===== src/hdl/nnsa_pkg.sv =====
package nnsa_pkg;

    // Field and register widths fixed by the interface.
    localparam int COL_W      = 10;
    localparam int SRC_DIM_W  = 13;
    localparam int DST_DIM_W  = 11;
    localparam int SADDR_W    = 24;
    localparam int DADDR_W    = 20;
    localparam int CFG_IDX_W  = 3;
    localparam int CFG_DATA_W = 13;

    // Default size limits.
    localparam int DEF_MAX_SRC_DIM  = 4096;
    localparam int DEF_MAX_DEST_DIM = 1024;

    // Register indexes on the configuration port.
    localparam logic [CFG_IDX_W-1:0] CFG_SRC_WIDTH  = 3'd0;
    localparam logic [CFG_IDX_W-1:0] CFG_SRC_HEIGHT = 3'd1;
    localparam logic [CFG_IDX_W-1:0] CFG_DST_WIDTH  = 3'd2;
    localparam logic [CFG_IDX_W-1:0] CFG_DST_HEIGHT = 3'd3;

    // Register values after reset.
    localparam logic [SRC_DIM_W-1:0] RST_SRC_WIDTH  = 13'd1024;
    localparam logic [SRC_DIM_W-1:0] RST_SRC_HEIGHT = 13'd768;
    localparam logic [DST_DIM_W-1:0] RST_DST_WIDTH  = 11'd240;
    localparam logic [DST_DIM_W-1:0] RST_DST_HEIGHT = 11'd135;

    typedef logic [SRC_DIM_W-1:0] t_src_dim;
    typedef logic [DST_DIM_W-1:0] t_dst_dim;

    // Effective source size: zero reads as one, large values saturate.
    function automatic t_src_dim eff_src(input t_src_dim v, input int unsigned maxv);
        t_src_dim res;
        if (v == '0) begin
            res = t_src_dim'(1);
        end else if (32'(v) > maxv) begin
            res = SRC_DIM_W'(maxv);
        end else begin
            res = v;
        end
        return res;
    endfunction

    // Effective destination size, same rules.
    function automatic t_dst_dim eff_dst(input t_dst_dim v, input int unsigned maxv);
        t_dst_dim res;
        if (v == '0) begin
            res = t_dst_dim'(1);
        end else if (32'(v) > maxv) begin
            res = DST_DIM_W'(maxv);
        end else begin
            res = v;
        end
        return res;
    endfunction

endpackage


===== src/hdl/nearest_neighbor_scale_address_top.sv =====
// Nearest-neighbor scaling address generator. Each input item is one destination
// pixel (column, row); the result item carries the linear source address
// (source row times source width plus source column), the linear destination
// address (row times target width plus column) and a flag that is set when the
// pixel should be copied. The source column is floor(col * source_width /
// target_width) and the source row is floor(row * source_height / target_height).
// A coordinate outside the target size clears the flag, and both addresses then
// read as zero. The user must write sizes on the configuration port only while
// the block is idle; the block does not enforce this. A size of zero acts as one
// and a size above the limit saturates to it. The block takes one item per clock
// cycle and delivers one result per cycle while the output is not stalled.
// Its stages are one input stage, one multiply stage, one stage per quotient bit
// of the two pipelined restoring dividers that run side by side, and one stage
// that forms the source address. Each stage holds its item only while the
// stage behind it is full and stalled, so bubbles close up and the input keeps
// accepting while a finished result waits at the output, until every stage is full.
module nearest_neighbor_scale_address_top #(
    parameter int MAX_SRC_DIM  = nnsa_pkg::DEF_MAX_SRC_DIM,
    parameter int MAX_DEST_DIM = nnsa_pkg::DEF_MAX_DEST_DIM
) (
    input  logic                             i_clk,
    input  logic                             i_rst_n,
    // Destination pixel channel.
    input  logic                             i_in_valid,
    output logic                             o_in_stall,
    input  logic [nnsa_pkg::COL_W-1:0]       i_dest_col,
    input  logic [nnsa_pkg::COL_W-1:0]       i_dest_row,
    // Address result channel.
    output logic                             o_out_valid,
    input  logic                             i_out_stall,
    output logic [nnsa_pkg::SADDR_W-1:0]     o_source_address,
    output logic [nnsa_pkg::DADDR_W-1:0]     o_dest_address,
    output logic                             o_valid_res,
    // Configuration write port.
    input  logic                             i_cfg_valid,
    output logic                             o_cfg_ready,
    input  logic [nnsa_pkg::CFG_IDX_W-1:0]   i_cfg_index,
    input  logic [nnsa_pkg::CFG_DATA_W-1:0]  i_cfg_data
);

    import nnsa_pkg::*;

    // Inside the target the quotient never reaches the source size, so this many bits suffice.
    localparam int QW   = $clog2(MAX_SRC_DIM);
    localparam int DVDW = COL_W + SRC_DIM_W;
    // Stages: input, multiply, QW divider stages, source address.
    localparam int NS   = QW + 3;
    localparam int DIV0 = 2;

    // Effective sizes, stored already clamped.
    t_src_dim r_sw;
    t_src_dim r_sh;
    t_dst_dim r_tw;
    t_dst_dim r_th;

    always_ff @(posedge i_clk) begin
        if (!i_rst_n) begin
            r_sw <= eff_src(RST_SRC_WIDTH, MAX_SRC_DIM);
            r_sh <= eff_src(RST_SRC_HEIGHT, MAX_SRC_DIM);
            r_tw <= eff_dst(RST_DST_WIDTH, MAX_DEST_DIM);
            r_th <= eff_dst(RST_DST_HEIGHT, MAX_DEST_DIM);
        end else if (i_cfg_valid) begin
            unique case (i_cfg_index)
                CFG_SRC_WIDTH:  r_sw <= eff_src(i_cfg_data, MAX_SRC_DIM);
                CFG_SRC_HEIGHT: r_sh <= eff_src(i_cfg_data, MAX_SRC_DIM);
                CFG_DST_WIDTH:  r_tw <= eff_dst(i_cfg_data[DST_DIM_W-1:0], MAX_DEST_DIM);
                CFG_DST_HEIGHT: r_th <= eff_dst(i_cfg_data[DST_DIM_W-1:0], MAX_DEST_DIM);
                default: begin
                end
            endcase
        end
    end

    assign o_cfg_ready = 1'b1;

    // Per-stage valid bits and load enables. A stage loads when it is empty or
    // when the stage after it moves on.
    logic [NS-1:0] r_v;
    logic [NS-1:0] n_v;
    logic [NS:0]   en;

    always_comb begin
        en[NS] = !i_out_stall;
        for (int k = NS - 1; k >= 0; k--) begin
            en[k] = !r_v[k] || en[k+1];
        end
    end

    assign n_v = {r_v[NS-2:0], i_in_valid};

    always_ff @(posedge i_clk) begin
        if (!i_rst_n) begin
            r_v <= '0;
        end else begin
            for (int k = 0; k < NS; k++) begin
                if (en[k]) begin
                    r_v[k] <= n_v[k];
                end
            end
        end
    end

    assign o_in_stall  = !en[0];
    assign o_out_valid = r_v[NS-1];

    // Stage 0: input register.
    logic [COL_W-1:0] r_dx;
    logic [COL_W-1:0] r_dy;

    always_ff @(posedge i_clk) begin
        if (en[0]) begin
            r_dx <= i_dest_col;
            r_dy <= i_dest_row;
        end
    end

    // Stage 1: the two dividends, the destination address and the range check.
    // Inside the target size the mapped point always lies inside the source.
    logic [DVDW-1:0]    r_nx;
    logic [DVDW-1:0]    r_ny;
    logic [DADDR_W-1:0] r_dst1;
    logic               r_ok1;

    always_ff @(posedge i_clk) begin
        if (en[1]) begin
            r_nx   <= DVDW'(r_dx) * DVDW'(r_sw);
            r_ny   <= DVDW'(r_dy) * DVDW'(r_sh);
            r_dst1 <= DADDR_W'(r_dy) * DADDR_W'(r_tw) + DADDR_W'(r_dx);
            r_ok1  <= (DST_DIM_W'(r_dx) < r_tw) && (DST_DIM_W'(r_dy) < r_th);
        end
    end

    // Divider stages, with the destination address and flag carried alongside.
    logic [QW-1:0]      sx;
    logic [QW-1:0]      sy;
    logic [DADDR_W-1:0] r_pdst [QW];
    logic               r_pok  [QW];

    nnsa_div #(
        .DIVIDEND_W (DVDW),
        .DIVISOR_W  (DST_DIM_W),
        .QUOT_W     (QW)
    ) u_div_x (
        .i_clk      (i_clk),
        .i_en       (en[DIV0 +: QW]),
        .i_dividend (r_nx),
        .i_divisor  (r_tw),
        .o_quotient (sx)
    );

    nnsa_div #(
        .DIVIDEND_W (DVDW),
        .DIVISOR_W  (DST_DIM_W),
        .QUOT_W     (QW)
    ) u_div_y (
        .i_clk      (i_clk),
        .i_en       (en[DIV0 +: QW]),
        .i_dividend (r_ny),
        .i_divisor  (r_th),
        .o_quotient (sy)
    );

    always_ff @(posedge i_clk) begin
        if (en[DIV0]) begin
            r_pdst[0] <= r_dst1;
            r_pok[0]  <= r_ok1;
        end
        for (int k = 1; k < QW; k++) begin
            if (en[DIV0+k]) begin
                r_pdst[k] <= r_pdst[k-1];
                r_pok[k]  <= r_pok[k-1];
            end
        end
    end

    // Last stage: source address, and zeroed fields for a pixel out of range.
    logic [SADDR_W-1:0] r_src;
    logic [DADDR_W-1:0] r_dst;
    logic               r_ok;

    always_ff @(posedge i_clk) begin
        if (en[NS-1]) begin
            r_src <= r_pok[QW-1] ? SADDR_W'(sy) * SADDR_W'(r_sw) + SADDR_W'(sx) : '0;
            r_dst <= r_pok[QW-1] ? r_pdst[QW-1] : '0;
            r_ok  <= r_pok[QW-1];
        end
    end

    assign o_source_address = r_src;
    assign o_dest_address   = r_dst;
    assign o_valid_res      = r_ok;

endmodule


===== src/hdl/nnsa_div.sv =====
module nnsa_div #(
    parameter int DIVIDEND_W = 23,
    parameter int DIVISOR_W  = 11,
    parameter int QUOT_W     = 12
) (
    input  logic                  i_clk,
    input  logic [QUOT_W-1:0]     i_en,
    input  logic [DIVIDEND_W-1:0] i_dividend,
    input  logic [DIVISOR_W-1:0]  i_divisor,
    output logic [QUOT_W-1:0]     o_quotient
);

    // Restoring division, one quotient bit per stage, most significant first.
    // The quotient is exact whenever it fits in QUOT_W bits.
    localparam int RW  = (DIVIDEND_W > DIVISOR_W + QUOT_W) ? DIVIDEND_W
                                                            : DIVISOR_W + QUOT_W;
    localparam int RW1 = RW + 1;

    logic [RW-1:0]     r_rem [QUOT_W];
    logic [QUOT_W-1:0] r_quo [QUOT_W];
    logic [RW-1:0]     n_rem [QUOT_W];
    logic [QUOT_W-1:0] n_quo [QUOT_W];

    function automatic logic [RW:0] f_sub(input logic [RW-1:0] rem,
                                          input logic [DIVISOR_W-1:0] dvs,
                                          input int sh);
        logic [RW:0] shifted;
        shifted = RW1'(dvs) << sh;
        return {1'b0, rem} - shifted;
    endfunction

    always_comb begin
        logic [RW:0] diff;
        diff = f_sub(RW'(i_dividend), i_divisor, QUOT_W - 1);
        n_rem[0] = diff[RW] ? RW'(i_dividend) : diff[RW-1:0];
        n_quo[0] = QUOT_W'(!diff[RW]);
        for (int k = 1; k < QUOT_W; k++) begin
            diff = f_sub(r_rem[k-1], i_divisor, QUOT_W - 1 - k);
            n_rem[k] = diff[RW] ? r_rem[k-1] : diff[RW-1:0];
            n_quo[k] = {r_quo[k-1][QUOT_W-2:0], !diff[RW]};
        end
    end

    always_ff @(posedge i_clk) begin
        for (int k = 0; k < QUOT_W; k++) begin
            if (i_en[k]) begin
                r_rem[k] <= n_rem[k];
                r_quo[k] <= n_quo[k];
            end
        end
    end

    assign o_quotient = r_quo[QUOT_W-1];

endmodule


===== config.mk =====
export PLATFORM = sky130hd
export DESIGN_NAME = nearest_neighbor_scale_address_top
export DESIGN_NICKNAME = d
export VERILOG_FILES = /design/src/hdl/nnsa_pkg.sv /design/src/hdl/nearest_neighbor_scale_address_top.sv /design/src/hdl/nnsa_div.sv
export SDC_FILE = /design/constraint.sdc
export NUM_CORES = 2
export LEC_CHECK = 0
export ABC_CLOCK_PERIOD_IN_PS = 17200
export BUFFER_PORTS_ARGS = -buffer_cell sky130_fd_sc_hd__buf_2
export CORE_ASPECT_RATIO = 0.6
export CORE_MARGIN = 5
export CORE_UTILIZATION = 54
export CTS_BUF_LIST = sky130_fd_sc_hd__clkbuf_4 sky130_fd_sc_hd__clkbuf_8
export DETAILED_ROUTE_END_ITERATION = 10
export PLACE_DENSITY = 0.79
export SKIP_CTS_REPAIR_TIMING = 1
export SLEW_MARGIN = 20
export SYNTH_ARGS = -nofsm -noshare
export SYNTH_HDL_FRONTEND = slang
export SYNTH_SLANG_ARGS = --single-unit

===== constraint.sdc =====
create_clock -name i_clk -period 17.2 [get_ports i_clk]
set_input_delay 0.86 -clock i_clk [delete_from_list [all_inputs] [get_ports i_clk]]
set_output_delay 0.86 -clock i_clk [all_outputs]
set_load 0.05 [all_outputs]

==> results.json <==
{
  "synthFlopType": "edfxtp_1",
  "grt_max_degree": 84,
  "antenna_found_initial": 10,
  "yosysSeqAreaShare": 0.480,
  "cp_max_fo": 25,
  "cts.sinks": 1109,
  "fin_ws_ns": 10.91,
  "rsz0062_at_grt": "no",
  "drc": 0,
  "clkSlewWorstSetupHoldPaths_ns": 0.10,
  "crit_path_end": "r_dst1[18]",
  "post-route-period-util": 0.366,
  "worst_slew_pin_slew_ns": 1.29,
  "synth_top_area_frac": 0.461,
  "wl_per_cell_um": 19.4,
  "m1WireLength_um": 71100,
  "critPathCaptureType": "flip-flop",
  "slowest_stage": "edfxtp_1",
  "irDropWorstVdd_mv": 0.0873,
  "skew_ns": 0.0492,
  "syn-num-nets": 6781,
  "synthCells": 5826,
  "clk_latency_ns": 0.89,
  "boundaryPins": 89,
  "nets": 6905,
  "chipHeight_um": 285,
  "place_congestion": 0.916,
  "coreArea_um2": 125000,
  "yosys-top-cells-area": "edfxtp_1 46%, fa_1 12%, ha_1 9.6%",
  "holdWs_ns": 0.134,
  "dieArea_um2": 134000,
  "final.setup.tns_ns": 0,
  "n_fill_cell": 9681,
  "final_max_slew_viol_count": 0,
  "dp_hpwl_um": 110000,
  "leakage_nw": 31.7,
  "rrSetupSlack_ns": 10.91,
  "reg2reg_from": "r_dy[2]",
  "layout_min_cycle_time_ns": 6.29,
  "post-route-util": 0.592,
  "multiInputGateArea_um2": 32500,
  "synth.most_common_cell": "edfxtp_1",
  "cp-startpoint": "r_dy[2]",
  "hold_path_depth": 1,
  "tritoncts": "yes",
  "cts_made_buffers": 158,
  "dr.pass1.iters": 8,
  "drive_above_1_share": 0.0865,
  "cts_buffer_depth": 3,
  "crit_path_start_kind": "flip-flop",
  "first_iter_violations": 3985,
  "syn_avg_cell_area_um2": 11.7,
  "place_area_um2": 70300,
  "stdcell_area_um2": 73800,
  "ys_types": 97,
  "power_density_nw_per_um2": 142,
  "min_path_type": "in -> reg",
  "max_slew_margin": 0.131,
  "crit_path_cell_trace": "nand2_1 > fa_1 > inv_1 > fa_1 > inv_1 > fa_1 > inv_1 > fa_1 > inv_1 > fa_1 > inv_1 > ha_1 > nand2_1 > nor2_1 > a2111oi_0 > o31ai_1 > o311ai_0 > o21ai_0 > a21oi_1 > xnor2_1",
  "wl_met3_um": 16400,
  "netlist_area_um2": 68100,
  "highest_layer": "met5",
  "grt_usage": 0.227,
  "grt_pass1_wl_um": 240000,
  "yosys_warnings": 0,
  "path_delay_family": "adder cells",
  "required_ns": 17.83,
  "syn_to_final_growth_pct": 8.33,
  "vias_per_cell": 5.63,
  "crit_arrival_ns": 6.92,
  "synth_top_cell_by_area": "edfxtp_1",
  "synth_common_cells": "1046 x edfxtp_1, 619 x inv_1, 559 x nand2_1",
  "setup_viol": 0,
  "crit_cells": 20,
  "r2r_cells": 20,
  "cap_viol_max_count": 0,
  "gr-total-overflow": 0,
  "ant_nets": 0,
  "seq_area_um2": 32700,
  "max_stage_delay_ns": 1.05,
  "drt-total-wl_um": 151000,
  "root_buffer": "clkbuf_8",
  "reg2reg_to": "r_dst1[18]",
  "grt_pass1_vias": 43000,
  "synth-seq-cells": 1109,
  "setup.worst_path.class": "reg -> reg",
  "met2_length_um": 60300,
  "die_w_um": 468,
  "io_buffers": 87,
  "core.rowCount": 100,
  "pre_cts_ws_ns": 11.05,
  "worst-path-buf-inv": 5,
  "vias": 43700,
  "hold_viol_final": 0,
  "htree_levels": 4,
  "synth_edf_count": 1046,
  "synth_async_sr_flop_share": 0,
  "initial_core_util": 0.546,
  "fmax_mhz": 159,
  "status": "finished clean"
}
[cell families after synthesis]
kind of cell    count (synthesis)  synth area share
mux                           103            0.0167
compound gates                927            0.0858
fa+ha+maj                     914             0.211
xor+xnor                      306            0.0394
buf+inv                       782            0.0437
flops                        1109             0.480
other cells                     1         0.0000551
simple gates                 1684             0.123
[metrics by stage]
stage / std cells / power [W]
after floorplan: 5826 / 0.00720
after CTS: 7760 / 0.0104
after global placement: 7471 / 0.00800
after global routing: 7767 / 0.0111
final: 7771 / 0.0105
after detailed placement: 7471 / 0.00817
[sequential cells by signal (all words and copies together), names as in the netlist, 20 cells and up]
register,flops
r_nx,23
u_div_y.r_rem,253
o_source_address,24
r_pdst,240
u_div_x.r_rem,253
o_dest_address,20
r_ny,23
u_div_y.r_quo,78
r_dst1,20
u_div_x.r_quo,78
[layer usage]
metal,vias up,GRT usage
met5,-,0
met4,4,0.0616
met3,257,0.0652
met2,1860,0.307
met1,21100,0.356
li1,20500,-
[how the worst min path moves through the flow]
| stage | startpoint | end | slack [ns] |
|---|---|---|---|
| floorplan | r_dst1[0] | r_pdst[0][0] | 0.40 |
| global placement | r_pok[2][2] | r_pok[2][3] | 0.40 |
| detailed placement | r_pdst[10][16] | r_pdst[11][16] | 0.40 |
| CTS | i_dest_row[0] | r_dy[0] | 0.06 |
| global route | i_dest_row[7] | r_dy[7] | 0.1 |
| finish | i_dest_row[0] | r_dy[0] | 0.13 |
[cells in the final DEF (no fill, tap or decap), types with 81 or more instances in the layout]
master,instances
a21oi_1,275
and2_1,316
buf_2,87
clkbuf_8,166
edfxtp_1,1046
fa_1,393
ha_1,521
inv_1,612
mux2_2,81
nand2_1,554
nand2b_1,106
nor2_1,293
nor2b_1,83
nor3_1,85
o21ai_0,224
xnor2_1,186
xor2_1,120
[area by class of cell]
class | instances | area share
flip-flops and latches | 1109 | 0.443
multi-input cells | 3935 | 0.441
clock buffers | 219 | 0.0364
inverters | 622 | 0.0317
well taps | 1683 | 0.0285
repair buffers | 124 | 0.00999
clock inverters | 70 | 0.00945
diodes | 9 | 0.000305
[power by group]
| group | switching, W | internal (W) |
|---|---|---|
| combinational | 0.00209 | 0.00159 |
| clock | 0.00106 | 0.00117 |
| sequential | 0.000489 | 0.00408 |
Power figures use the tool's default switching activity.
